File: src/design/stg_pkg.sv
// types and constants shared by the square tone generator
package stg_pkg;

  localparam int FREQ_W     = 15;
  localparam int VOL_W      = 8;
  localparam int TIME_W     = 32;
  localparam int PHASE_W    = 16;
  localparam int ACC_W      = 17;
  localparam int MAG_W      = 12;
  localparam int SAMPLE_W   = 13;
  localparam int CFG_IDX_W  = 2;
  localparam int CFG_DATA_W = 32;
  localparam int RECIP_W    = 24;
  localparam int PROD_W     = 32;
  localparam int VOL_SHIFT  = 20;

  localparam logic [FREQ_W-1:0]  FREQ_MAX   = 15'd22050;
  localparam logic [ACC_W-1:0]   TONE_RATE  = 17'd44100;
  localparam logic [PHASE_W-1:0] HALF_RATE  = 16'd22050;
  localparam logic [MAG_W-1:0]   MAG_MAX    = 12'd3000;
  localparam logic [MAG_W-1:0]   MAG_RESET  = 12'd1505;
  localparam logic [RECIP_W-1:0] VOL_RECIP  = 24'd12336200;

  localparam logic [CFG_IDX_W-1:0] REG_TONE_FREQUENCY = 2'd0;
  localparam logic [CFG_IDX_W-1:0] REG_OUTPUT_VOLUME  = 2'd1;
  localparam logic [CFG_IDX_W-1:0] REG_STOP_TIME_MS   = 2'd2;

  typedef struct packed {
    logic [FREQ_W-1:0] freq;
    logic [MAG_W-1:0]  mag;
    logic [TIME_W-1:0] stop_time;
  } cfg_t;

endpackage

File: src/design/stg_if.sv
// valid/ready channel interfaces of the square tone generator
interface stg_in_if;
  logic                      valid;
  logic                      ready;
  logic [stg_pkg::TIME_W-1:0] now_ms;
  logic                      buffer_end;
  modport source (output valid, output now_ms, output buffer_end, input ready);
  modport sink   (input valid, input now_ms, input buffer_end, output ready);
endinterface

interface stg_out_if;
  logic                               valid;
  logic                               ready;
  logic signed [stg_pkg::SAMPLE_W-1:0] sample;
  logic                               last_of_buffer;
  modport source (output valid, output sample, output last_of_buffer, input ready);
  modport sink   (input valid, input sample, input last_of_buffer, output ready);
endinterface

interface stg_cfg_if;
  logic                          valid;
  logic                          ready;
  logic [stg_pkg::CFG_IDX_W-1:0]  index;
  logic [stg_pkg::CFG_DATA_W-1:0] data;
  modport source (output valid, output index, output data, input ready);
  modport sink   (input valid, input index, input data, output ready);
endinterface

File: src/design/stg_cfg_regs.sv
// configuration registers with frequency clamp and volume-to-magnitude scaling
module stg_cfg_regs (
  input  logic          clk,
  input  logic          rst,
  stg_cfg_if.sink       cfg,
  output stg_pkg::cfg_t regs
);
  import stg_pkg::*;

  logic [FREQ_W-1:0] freq_in;
  logic [FREQ_W-1:0] freq_next;
  logic [PROD_W-1:0] vol_prod;
  logic [MAG_W-1:0]  mag_next;
  logic              write;

  assign cfg.ready = 1'b1;
  assign write     = cfg.valid && cfg.ready;
  assign freq_in   = cfg.data[FREQ_W-1:0];
  assign freq_next = (freq_in > FREQ_MAX) ? FREQ_MAX : freq_in;

  // 3000 * vol / 255 via reciprocal, exact over the 8-bit range
  assign vol_prod = {{(PROD_W-VOL_W){1'b0}}, cfg.data[VOL_W-1:0]} *
                    {{(PROD_W-RECIP_W){1'b0}}, VOL_RECIP};
  assign mag_next = vol_prod[VOL_SHIFT+MAG_W-1:VOL_SHIFT];

  always_ff @(posedge clk) begin
    if (rst) begin
      regs.freq      <= '0;
      regs.mag       <= MAG_RESET;
      regs.stop_time <= '0;
    end else if (write) begin
      unique case (cfg.index)
        REG_TONE_FREQUENCY: regs.freq      <= freq_next;
        REG_OUTPUT_VOLUME:  regs.mag       <= mag_next;
        REG_STOP_TIME_MS:   regs.stop_time <= cfg.data[TIME_W-1:0];
        default: ;
      endcase
    end
  end

endmodule

File: src/design/square_tone_generator.sv
// top level of the square tone generator
//
// channel  dir  transfer when          payload
// cfg      in   cfg.valid & ready      index, data
// tick     in   tick.valid & ready     now_ms, buffer_end
// result   out  result.valid & ready   sample, last_of_buffer
//
// one tick in, one sample out; a tick is taken every cycle unless the result
// register is full and stalled; it holds each sample from the cycle after the transfer
// tick.ready drops only while the result register is full and stalled
// cfg is always ready; a write is in effect for the next tick
// rst is synchronous: phase clears, volume returns to 128, frequency and stop time to 0
module square_tone_generator (
  input  logic     clk,
  input  logic     rst,
  stg_cfg_if.sink  cfg,
  stg_in_if.sink   tick,
  stg_out_if.source result
);
  import stg_pkg::*;

  cfg_t                       regs;
  logic                       accept;
  logic                       sounding;
  logic [ACC_W-1:0]           acc_sum;
  logic [ACC_W-1:0]           acc_wrap;
  logic [PHASE_W-1:0]         phase;
  logic [PHASE_W-1:0]         phase_next;
  logic signed [SAMPLE_W-1:0] mag_s;
  logic signed [SAMPLE_W-1:0] sample_next;
  logic                       result_valid;
  logic signed [SAMPLE_W-1:0] sample_reg;
  logic                       last_reg;

  stg_cfg_regs u_cfg_regs (
    .clk  (clk),
    .rst  (rst),
    .cfg  (cfg),
    .regs (regs)
  );

  assign tick.ready = !result_valid || result.ready;
  assign accept     = tick.valid && tick.ready;

  assign sounding = (regs.freq != '0) &&
                    ((regs.stop_time == '0) || (tick.now_ms < regs.stop_time));

  assign acc_sum  = {1'b0, phase} + {{(ACC_W-FREQ_W){1'b0}}, regs.freq};
  assign acc_wrap = (acc_sum >= TONE_RATE) ? (acc_sum - TONE_RATE) : acc_sum;

  assign mag_s = $signed({{(SAMPLE_W-MAG_W){1'b0}}, regs.mag});

  always_comb begin
    phase_next  = '0;
    sample_next = '0;
    if (sounding) begin
      phase_next  = acc_wrap[PHASE_W-1:0];
      sample_next = (phase_next < HALF_RATE) ? mag_s : -mag_s;
    end
  end

  always_ff @(posedge clk) begin
    if (rst) begin
      phase        <= '0;
      result_valid <= 1'b0;
    end else begin
      if (accept) begin
        phase        <= phase_next;
        result_valid <= 1'b1;
      end else if (result.ready) begin
        result_valid <= 1'b0;
      end
    end
  end

  always_ff @(posedge clk) begin
    if (accept) begin
      sample_reg <= sample_next;
      last_reg   <= tick.buffer_end;
    end
  end

  assign result.valid          = result_valid;
  assign result.sample         = sample_reg;
  assign result.last_of_buffer = last_reg;

`ifndef SYNTH
  a_phase_range: assert property (@(posedge clk) disable iff (rst)
    {1'b0, phase} < TONE_RATE)
    else $error("phase accumulator out of range");

  a_sample_range: assert property (@(posedge clk) disable iff (rst)
    result_valid |-> ((sample_reg <= $signed({1'b0, MAG_MAX})) &&
                      (sample_reg >= -$signed({1'b0, MAG_MAX}))))
    else $error("sample beyond amplitude");

  a_silent_clear: assert property (@(posedge clk) disable iff (rst)
    (accept && !sounding) |=> (phase == '0) && (sample_reg == '0))
    else $error("silent tick left phase or sample nonzero");

  a_result_follows: assert property (@(posedge clk) disable iff (rst)
    accept |=> result_valid)
    else $error("tick transfer produced no result");
`endif

endmodule

File: src/flat_wrapper.sv
// flat-port wrapper written by rule: the top's interface ports become plain ports
module square_tone_generator_flat import stg_pkg::*;
  (clk, rst, cfg_valid, cfg_index, cfg_data, cfg_ready, tick_valid, tick_now_ms, tick_buffer_end, tick_ready, result_valid, result_sample, result_last_of_buffer, result_ready);
  stg_cfg_if cfg_i ();
  stg_in_if tick_i ();
  stg_out_if result_i ();
  input  logic clk;
  input  logic rst;
  input wire logic [$bits(cfg_i.valid)-1:0] cfg_valid;
  input wire logic [$bits(cfg_i.index)-1:0] cfg_index;
  input wire logic [$bits(cfg_i.data)-1:0] cfg_data;
  output wire logic [$bits(cfg_i.ready)-1:0] cfg_ready;
  input wire logic [$bits(tick_i.valid)-1:0] tick_valid;
  input wire logic [$bits(tick_i.now_ms)-1:0] tick_now_ms;
  input wire logic [$bits(tick_i.buffer_end)-1:0] tick_buffer_end;
  output wire logic [$bits(tick_i.ready)-1:0] tick_ready;
  output wire logic [$bits(result_i.valid)-1:0] result_valid;
  output wire logic [$bits(result_i.sample)-1:0] result_sample;
  output wire logic [$bits(result_i.last_of_buffer)-1:0] result_last_of_buffer;
  input wire logic [$bits(result_i.ready)-1:0] result_ready;
  assign cfg_i.valid = cfg_valid;
  assign cfg_i.index = cfg_index;
  assign cfg_i.data = cfg_data;
  assign cfg_ready = cfg_i.ready;
  assign tick_i.valid = tick_valid;
  assign tick_i.now_ms = tick_now_ms;
  assign tick_i.buffer_end = tick_buffer_end;
  assign tick_ready = tick_i.ready;
  assign result_valid = result_i.valid;
  assign result_sample = result_i.sample;
  assign result_last_of_buffer = result_i.last_of_buffer;
  assign result_i.ready = result_ready;
  square_tone_generator u_core (.clk(clk), .rst(rst), .cfg(cfg_i), .tick(tick_i), .result(result_i));
endmodule
File: config.mk
export PLATFORM = sky130hd
export DESIGN_NAME = square_tone_generator_flat
export DESIGN_NICKNAME = d
export VERILOG_FILES = /design/src/design/stg_pkg.sv /design/src/design/stg_if.sv /design/src/design/stg_cfg_regs.sv /design/src/design/square_tone_generator.sv /design/src/flat_wrapper.sv
export SDC_FILE = /design/constraint.sdc
export NUM_CORES = 1
export LEC_CHECK = 0
export ABC_AREA = 1
export BUFFER_PORTS_ARGS = -buffer_cell sky130_fd_sc_hd__buf_2
export CORE_UTILIZATION = 47
export DETAILED_ROUTE_END_ITERATION = 8
export PLACE_DENSITY = 0.66
export SLEW_MARGIN = 20
export SYNTH_ARGS = -nofsm -noshare
export SYNTH_HDL_FRONTEND = slang
export SYNTH_SLANG_ARGS = --single-unit
File: constraint.sdc
create_clock -name clk -period 6 [get_ports clk]
set_input_delay 1.5 -clock clk [delete_from_list [all_inputs] [get_ports clk]]
set_output_delay 1.5 -clock clk [all_outputs]
set_load 0.005 [all_outputs]
After elaboration in Yosys (flattened, before gate mapping)
Index checks and enable logic that the tools add are counted.
W data, S select, Z words.

cells by class
  add/sub/neg operators = 3
  multipliers = 1
  order comparisons = 4
  equality and inequality tests = 2
  mux-type cells = 6
  bitwise operators = 1
  reductions and logical operators = 13

operator list
  cell                      count
  $logic_not A32 Y1         1
  $lt A32 B32 Y1            1
  $mux W16                  2
  $mul A8 B21 Y29 const B   1
  $add A16 B15 Y17          1
  $ge A17 B16 Y1 const B    1
  $lt A16 B15 Y1 const B    1
  $sub A16 B16 Y16 const B  1
  $gt A15 B15 Y1 const B    1
  $mux W15                  1
  $reduce_bool A15 Y1       1
  $neg A12 Y13              1
  $mux W12                  1
  $reduce_and A2 Y1         3
  $eq A2 B1 Y1 const B      1
  $eq A2 B2 Y1 const B      1
  $logic_and A1 B1 Y1       2
  $logic_not A2 Y1          1
  $logic_or A1 B1 Y1        2
  $mux W1                   2
  $reduce_bool A2 Y1        1
  $reduce_or A2 Y1          1
  $logic_not A1 Y1          1
  $not A1 Y1                1

storage, ports and cells
  bits in registers = 90
  bits of input ports = 72

Logic depth before layout (Yosys ltp)
Gate-level depths: netlist (run 1).

  depth in word-level cells = 5
  mapped depth = 27
  mapped depth without buffers = 25

Modules after synthesis
From an unflattened synthesis (run 1), not the netlist that was laid out.

unflattened totals
  cell total of the unflattened synthesis = 1,359
  area, all modules = 9,290.2 um2

modules (own cells, without submodules)
  module                 times used  cells an instance  area each (um2)  sequential area each (um2)
  stg_cfg_regs           1           660                4,939.7          1,181.1
  square_tone_generator  1           699                4,350.4          760.7

Worst setup path after synthesis (run 1)
No wires, ideal clock.

  path kind = input to register
  start point = input cfg_data[5]
  end point = register u_core.u_cfg_regs.regs[40] (netlist name)
  setup time = 0.135 ns
  data arrival time = 5.055 ns
  required time = 5.865 ns
  slack = 0.810 ns
  stages = 18
  cell sequence = fa_1 -> inv_1 -> fa_1 -> fa_1 -> inv_1 -> ha_1 -> ha_1 -> nand2_1 -> nor2_1 -> nand2_1 -> o21ai_0 -> a31oi_1 -> o21ai_0 -> nand2_1 -> nand2_1 -> a21oi_1 -> o21ai_0 -> o211ai_1

on the way
  word-level cells in the longest chain between the ends = 1

ends and longest elaborated chain
  item                RTL line            RTL
  start: declaration  flat_wrapper.sv:11  input wire logic [$bits(cfg_i.data)-1:0] cfg_data;
  $mul A8 B21 Y29     stg_cfg_regs.sv:22  assign vol_prod = {{(PROD_W-VOL_W){1'b0}}, cfg.data[VOL_W-1:0]} *

No other way between the ends.
A chain may end at the register's enable or synchronous reset.

Worst setup path in the final report (run 1)
  start point = input cfg_data[6]
  end point = register u_core.u_cfg_regs.regs[40] (netlist name)

on the way
  word-level cells in the longest chain between the ends = 1

ends and longest elaborated chain
  item             RTL line
  $mul A8 B21 Y29  stg_cfg_regs.sv:22

No other way between the ends.

==> impl_metrics.csv, run 1 <==
group,metric,value,unit
synthesis,synthCells,1151,
routing,drc_errors,0,
place,pre_cts_slack,210,ps
clocking,clock-sinks,90,
cells_and_area,syn2layout_area_growth,11.2,%
clocking,clkLatencyLatePin,350,ps
synthesis,netlist_top_cells_area,"dfxtp_1 (18%), ha_1 (18%), nand2_1 (11%)",
worst_setup_path,crit_family,"adder cells",
worst_setup_path,cpMostUsedCell,"nand2_1",
timing,finalHoldViolations,0,
synthesis,synth-edff-count,14,
place,numPlacedInstances,1444,
global_route,gr-usage-all-layers,22.7,%
worst_setup_path,slowest_stage,"fa_1",
timing,rsz0062_at_grt,"no",
floorplanning,die_h,135,um
worst_setup_path,worstPathRequired,6210,ps
clocking,cts_setup_buffers,0,
routing,final_antenna_net_count,0,
routing,vias_per_cell,5.19,
synthesis,synth.most_common_cell,"nand2_1",
global_route,grt_pass1_vias,6949,
synthesis,synth_nets,1372,
timing,worstMarginPinSlew,1100,ps
global_route,grt_antenna_before_repair,0,
timing,setup_ws,584,ps
timing,slew_violations,0,
timing,setup_viol,0,
timing,setup_tns,0,ps
clocking,numCtsBuffers,9,
timing,hold_ws,471,ps
worst_setup_path,path_class,"input pin to flip-flop",
routing,wl_met3,749,um
synthesis,syn_avg_cell_area,7.21,um^2
routing,via_count,7572,
place,gp_congestion,0.864,
clocking,clock_path_buffers,2,
status,status,"complete, no violations",
timing,period_needed,5420,ps
routing,routed_wl,19.9,mm
worst_setup_path,critPathMaxFanout,10,
synthesis,synth_top_flop_cell,"dfxtp_1",
floorplanning,num_rows,48,
synthesis,ys_top_cells_by_count,"nand2_1 (244), inv_1 (176), a21oi_1 (128), ha_1 (119), dfxtp_1 (76)",
cells_and_area,drive_above_1_share,11.9,%
synthesis,syn_area,0.00830,mm^2
power_and_ir_drop,p_per_area,225,mW/mm^2
routing,topRoutingLayerUsed,"met4",
flow_run,maxCapViolations,0,
global_route,grt_max_degree,44,
synthesis,ys_seq_elements,90,
timing,min_period_over_period,90.3,%
worst_setup_path,cp_num_buf_inv,2,
routing,wl_met1,9.30,mm
routing,drt_iter0_markers,433,
synthesis,ys_async_sr_fraction,0,%
timing,max_freq,185,MHz
place,place_hpwl,16.2,mm
cells_and_area,largest_register_ffs,59,
cells_and_area,final_nets,1451,
synthesis,ys_warn_count,0,
power_and_ir_drop,peakVddDrop,0.287,mV
routing,wl_per_cell,13.6,um
routing,route.met2.wl,9.60,mm
worst_setup_path,worstPathCellList,"buf_2, inv_1, ha_1, ha_1, or2_2, fa_1, fa_1, ha_1, nand2_1, nor2_1, nand2_1, o21ai_0, a31oi_1, o21ai_0, nand2_1, nand2_1, a21oi_1, o21ai_0, o211ai_1",
clocking,htreeDepth,3,
cells_and_area,final_core_util,53.5,%
worst_setup_path,max_stage_delay,550,ps
global_route,grt-ovfl-total,0,
floorplanning,initial_core_util,48.1,%
routing,firstDrtPassIters,5,
synthesis,synth.distinct_cells,41,
place,port_buffers,87,
clocking,cts_root_buffer,"clkbuf_16",
global_route,grt_pass1_wl,32.8,mm
synthesis,yosysSeqAreaShare,23.4,%
cells_and_area,num_antenna_cells,0,
power_and_ir_drop,power,2.08,mW
floorplanning,die_width,135,um
floorplanning,die_area,0.0182,mm^2
clocking,cts_tree,"done",
worst_setup_path,critPathArrivalTime,5630,ps
clocking,cts_resized,0,
place,place_area,0.00895,mm^2
power_and_ir_drop,power_leakage,4.58,nW
worst_hold_path,hp-class,"flip-flop to flip-flop",
synthesis,yosysTopAreaCell,"dfxtp_1",
cells_and_area,instances_no_fill,1460,
clocking,cts.reportedPaths.clkPinSlew,70,ps
cells_and_area,nFillCells,1706,
timing,maxSlewHeadroom,26.9,%
worst_setup_path,start_kind,"input pin",
timing,skew,10.3,ps
cells_and_area,design_area,0.00923,mm^2
worst_setup_path,end_kind,"flip-flop",
floorplanning,io_pins,89,
clocking,holdBufCountCts,0,
synthesis,synth.top_cell.area_share,18.3,%
floorplanning,core-area,0.0172,mm^2
-- worst reg2reg max path, stage by stage, from the launching register on --
cell	delay [ps]
dfxtp_1	330
ha_1	250
fa_1	440
xnor2_1	200
inv_1	100
ha_1	130
nor3b_1	370
nand3_1	140
nor2_2	160
nand3_4	180
nand3_4	260
nand2_1	80
nand2_1	130
inv_1	80
nand3_1	90
nand2_1	70
a21oi_2	850
nand3_1	170
nand2_1	110
nor2_1	50
-- cell usage in the layout, fill, tap and decap left out, types with 3 or more instances in the layout --
cell type  instances
dfxtp_1           76
a21oi_1          128
xnor2_1            7
nor4_1            11
o211ai_1           6
ha_1             119
nor2_1            64
nand3_2            4
edfxtp_1          14
o31ai_1            3
inv_1            175
nor3_1             8
a31oi_1            7
buf_2             87
buf_4              8
nand2_1          244
nand2_2           14
a211oi_1           4
o21ai_0           71
nand4_1           21
xor2_1            20
nand3_1           65
nor2_2             7
fa_1              30
o21bai_1           3
clkbuf_16          9
-- power by group --
group / internal (mW) / switching, mW / leakage (nW) / total, mW
Sequential: 0.646 / 0.0175 / 0.761 / 0.664
Clock: 0.286 / 0.250 / 0.134 / 0.535
Combinational: 0.337 / 0.541 / 3.69 / 0.877
-- layout make-up --
type                    count  area, um^2  area share, %
flip-flops and latches     90        1940           21.0
multi-input cells         856        5560           60.3
well taps                 225         282           3.05
clock inverters             6        48.8          0.529
repair buffers             95         495           5.37
clock buffers              10         229           2.48
inverters                 178         668           7.24
-- kinds of logic after synthesis --
logic type,Yosys count,synth area share (%)
flip-flops,90,23.4
XOR/XNOR,27,2.85
AO/OA/AOI/OAI,230,14.9
adder cells (fa/ha/maj),149,25.2
other,1,0.0452
AND/OR/NAND/NOR,449,24.0
buffers and inverters,205,9.68
-- routing by layer --
| metal | vias up | global-route usage, % |
|---|---|---|
| li1 | 3967 | - |
| met1 | 3445 | 30.1 |
| met4 | 0 | 5.12 |
| met2 | 144 | 39.0 |
| met3 | 16 | 2.97 |
| met5 | - | 0 |
-- path summary, 6_finish.rpt --
check	from	endpoint	slack, ps	depth (start not counted)
min reg2reg	u_core.phase[0]	u_core.phase[0]	470	2
max reg2reg	u_core.u_cfg_regs.regs[44]	u_core.result.sample[6]	1570	19
max	cfg_data[6]	u_core.u_cfg_regs.regs[40]	580	19
min	u_core.phase[0]	u_core.phase[0]	470	2
Note: power is estimated with default switching activity, not from simulation.
==> run 2, diff against run 1 <==
- CORE_UTILIZATION: 47 -> 35
- PLACE_DENSITY: 0.66 -> default
==> run 2 against run 1 <==
Against the previous run: highest routed layer is now met5; non-clock buffer count increased by 2; largest cell class unchanged; critical path type unchanged; total power increased by 3.6%; critical endpoint unchanged; routed wire length increased by 8.7%.
==> impl_metrics.csv, run 2 (same netlist as run 1, synthesis figures left out) <==
group,metric,value,unit
worst_hold_path,hold_depth,2,
place,place_hpwl,17.4,mm
worst_hold_path,hold_end,"u_core.phase[8]",
timing,maxSlewHeadroom,29.1,%
floorplanning,die_area,0.0243,mm^2
clocking,holdBufCountCts,0,
worst_setup_path,critPathMaxFanout,4,
worst_setup_path,r2r-start,"u_core.u_cfg_regs.regs[44]",
clocking,cts_root_buffer,"clkbuf_16",
cells_and_area,final_common_cell,"nand2_1",
clocking,cts_setup_buffers,0,
clocking,cts_resized,0,
worst_setup_path,max_stage_delay,660,ps
clocking,clock-sinks,90,
place,place_area,0.00907,mm^2
cells_and_area,seq_area,0.00194,mm^2
cells_and_area,final_nets,1453,
timing,worstMarginPinSlew,1060,ps
worst_hold_path,hp-class,"flip-flop to flip-flop",
timing,rsz0062_at_grt,"no",
power_and_ir_drop,power,2.15,mW
global_route,grt-ovfl-total,0,
floorplanning,io_pins,89,
routing,vias_per_cell,4.88,
routing,drc_errors,0,
clocking,clock_path_buffers,2,
cells_and_area,multi_input_area,0.00556,mm^2
place,port_buffers,87,
clocking,numCtsBuffers,9,
timing,period_needed,5350,ps
cells_and_area,syn2layout_area_growth,13.2,%
routing,routed_wl,21.6,mm
routing,drt_iter0_markers,365,
cells_and_area,largest_register_ffs,59,
routing,wl_per_cell,13.9,um
place,gp_congestion,0.863,
timing,hold_ws,475,ps
timing,setup_tns,0,ps
worst_setup_path,end_kind,"flip-flop",
cells_and_area,instances_no_fill,1550,
worst_setup_path,r2r_slack,1550,ps
floorplanning,initial_core_util,36.2,%
global_route,grt_antenna_before_repair,2,
worst_hold_path,worstHoldStart,"u_core.phase[8]",
cells_and_area,nFillCells,2421,
power_and_ir_drop,p_per_area,229,mW/mm^2
clocking,cts.reportedPaths.clkPinSlew,70,ps
power_and_ir_drop,peakVddDrop,0.127,mV
worst_setup_path,slowest_stage,"fa_1",
floorplanning,num_rows,55,
timing,finalHoldViolations,0,
worst_setup_path,path_class,"input pin to flip-flop",
timing,max_freq,187,MHz
worst_setup_path,worstPathCellList,"buf_2, fa_1, inv_1, fa_1, fa_1, inv_1, ha_1, ha_1, nand2_1, nor2_1, nand2_1, o21ai_0, a31oi_1, o21ai_0, nand2_1, nand2_1, a21oi_1, o21ai_0, o211ai_1",
worst_setup_path,worstPathRequired,6200,ps
worst_setup_path,start_kind,"input pin",
floorplanning,die_width,156,um
global_route,grt_pass1_wl,35.7,mm
place,numPlacedInstances,1534,
timing,skew,8.47,ps
worst_setup_path,cp_num_buf_inv,3,
clocking,clkLatencyLatePin,350,ps
worst_setup_path,critPathArrivalTime,5550,ps
clocking,cts_tree,"done",
cells_and_area,design_area,0.00939,mm^2
status,status,"complete, no violations",
worst_setup_path,cpMostUsedCell,"nand2_1",
power_and_ir_drop,power_leakage,4.61,nW
routing,via_count,7560,
cells_and_area,layout_common_cells,"nand2_1 (244), inv_1 (174), a21oi_1 (128)",
global_route,grt_max_degree,44,
cells_and_area,num_antenna_cells,0,
worst_setup_path,r2r_end,"u_core.result.sample[5]",
routing,final_antenna_net_count,0,
worst_setup_path,r2r_cells,19,
cells_and_area,drive_above_1_share,12.0,%
floorplanning,die_h,156,um
timing,setup_viol,0,
global_route,gr-usage-all-layers,18.4,%
floorplanning,core-area,0.0229,mm^2
flow_run,maxCapViolations,0,
routing,firstDrtPassIters,5,
clocking,htreeDepth,3,
worst_setup_path,crit_family,"adder cells",
timing,min_period_over_period,89.2,%
global_route,grt_pass1_vias,7336,
timing,slew_violations,0,
-- run 2: cell types whose count changed in the layout (fill, tap and decap cells not counted) --
cell and delta:
buf_4 +2, clkinv_1 +1, inv_1 -1, bufinv_16 +2
nor2_2 -1, inv_6 -1, clkinvlp_4 +1, nor2_1 +1
clkinv_2 +1, inv_4 -1, clkinv_4 -2
-- run 2: power by group --
part | internal, mW | leakage, nW | total (mW) | switching, mW
logic | 0.338 | 3.70 | 0.874 | 0.536
clock network | 0.366 | 0.149 | 0.612 | 0.246
registers | 0.647 | 0.761 | 0.665 | 0.0186
total | 1.35 | 4.61 | 2.15 | 0.800
-- run 2: worst max path at each step --
stage / startpoint / cells past startpoint / slack [ps] / to
global placement: cfg_data[5] / 19 / 280 / u_core.u_cfg_regs.regs[40]
detailed placement: cfg_data[5] / 19 / 260 / u_core.u_cfg_regs.regs[40]
CTS: cfg_data[5] / 19 / 630 / u_core.u_cfg_regs.regs[40]
floorplan: cfg_data[5] / 18 / 810 / u_core.u_cfg_regs.regs[40]
finish: cfg_data[5] / 19 / 650 / u_core.u_cfg_regs.regs[40]
global route: cfg_data[5] / 19 / 150 / u_core.u_cfg_regs.regs[40]
-- run 2: per-stage QoR --
stage | setup slack [ps] | util, %
4_1_cts | 629 | 41.0
3_5_place_dp | 263 | 39.6
3_3_place_gp | 278 | 39.6
2_1_floorplan | 810 | -
6_report | 647 | 41.0
5_1_grt | 145 | 41.0
-- run 2: worst min-delay path, delay by kind of cell (launching register included) --
family / cells / cell delay, ps
and+or+nand+nor: 1 / 60
AOI/OAI and AO/OA: 1 / 60
DFF: 1 / 310
-- run 2: final cells by class --
| class | count | share of cell area [%] |
|---|---|---|
| timing repair buffer | 97 | 5.44 |
| multi-input combinational | 856 | 59.2 |
| clock buffer | 10 | 2.44 |
| clock inverter | 6 | 0.946 |
| sequential | 90 | 20.7 |
| inverter | 178 | 7.12 |
| tap | 313 | 4.17 |
-- run 2: layer usage --
layer | track usage (%) | vias up | wire (um)
li1 | - | 3967 | -
met1 | 24.7 | 3451 | 10600
met2 | 30.6 | 121 | 9850
met3 | 2.56 | 19 | 844
met4 | 5.00 | 2 | 273
met5 | 0 | - | 13
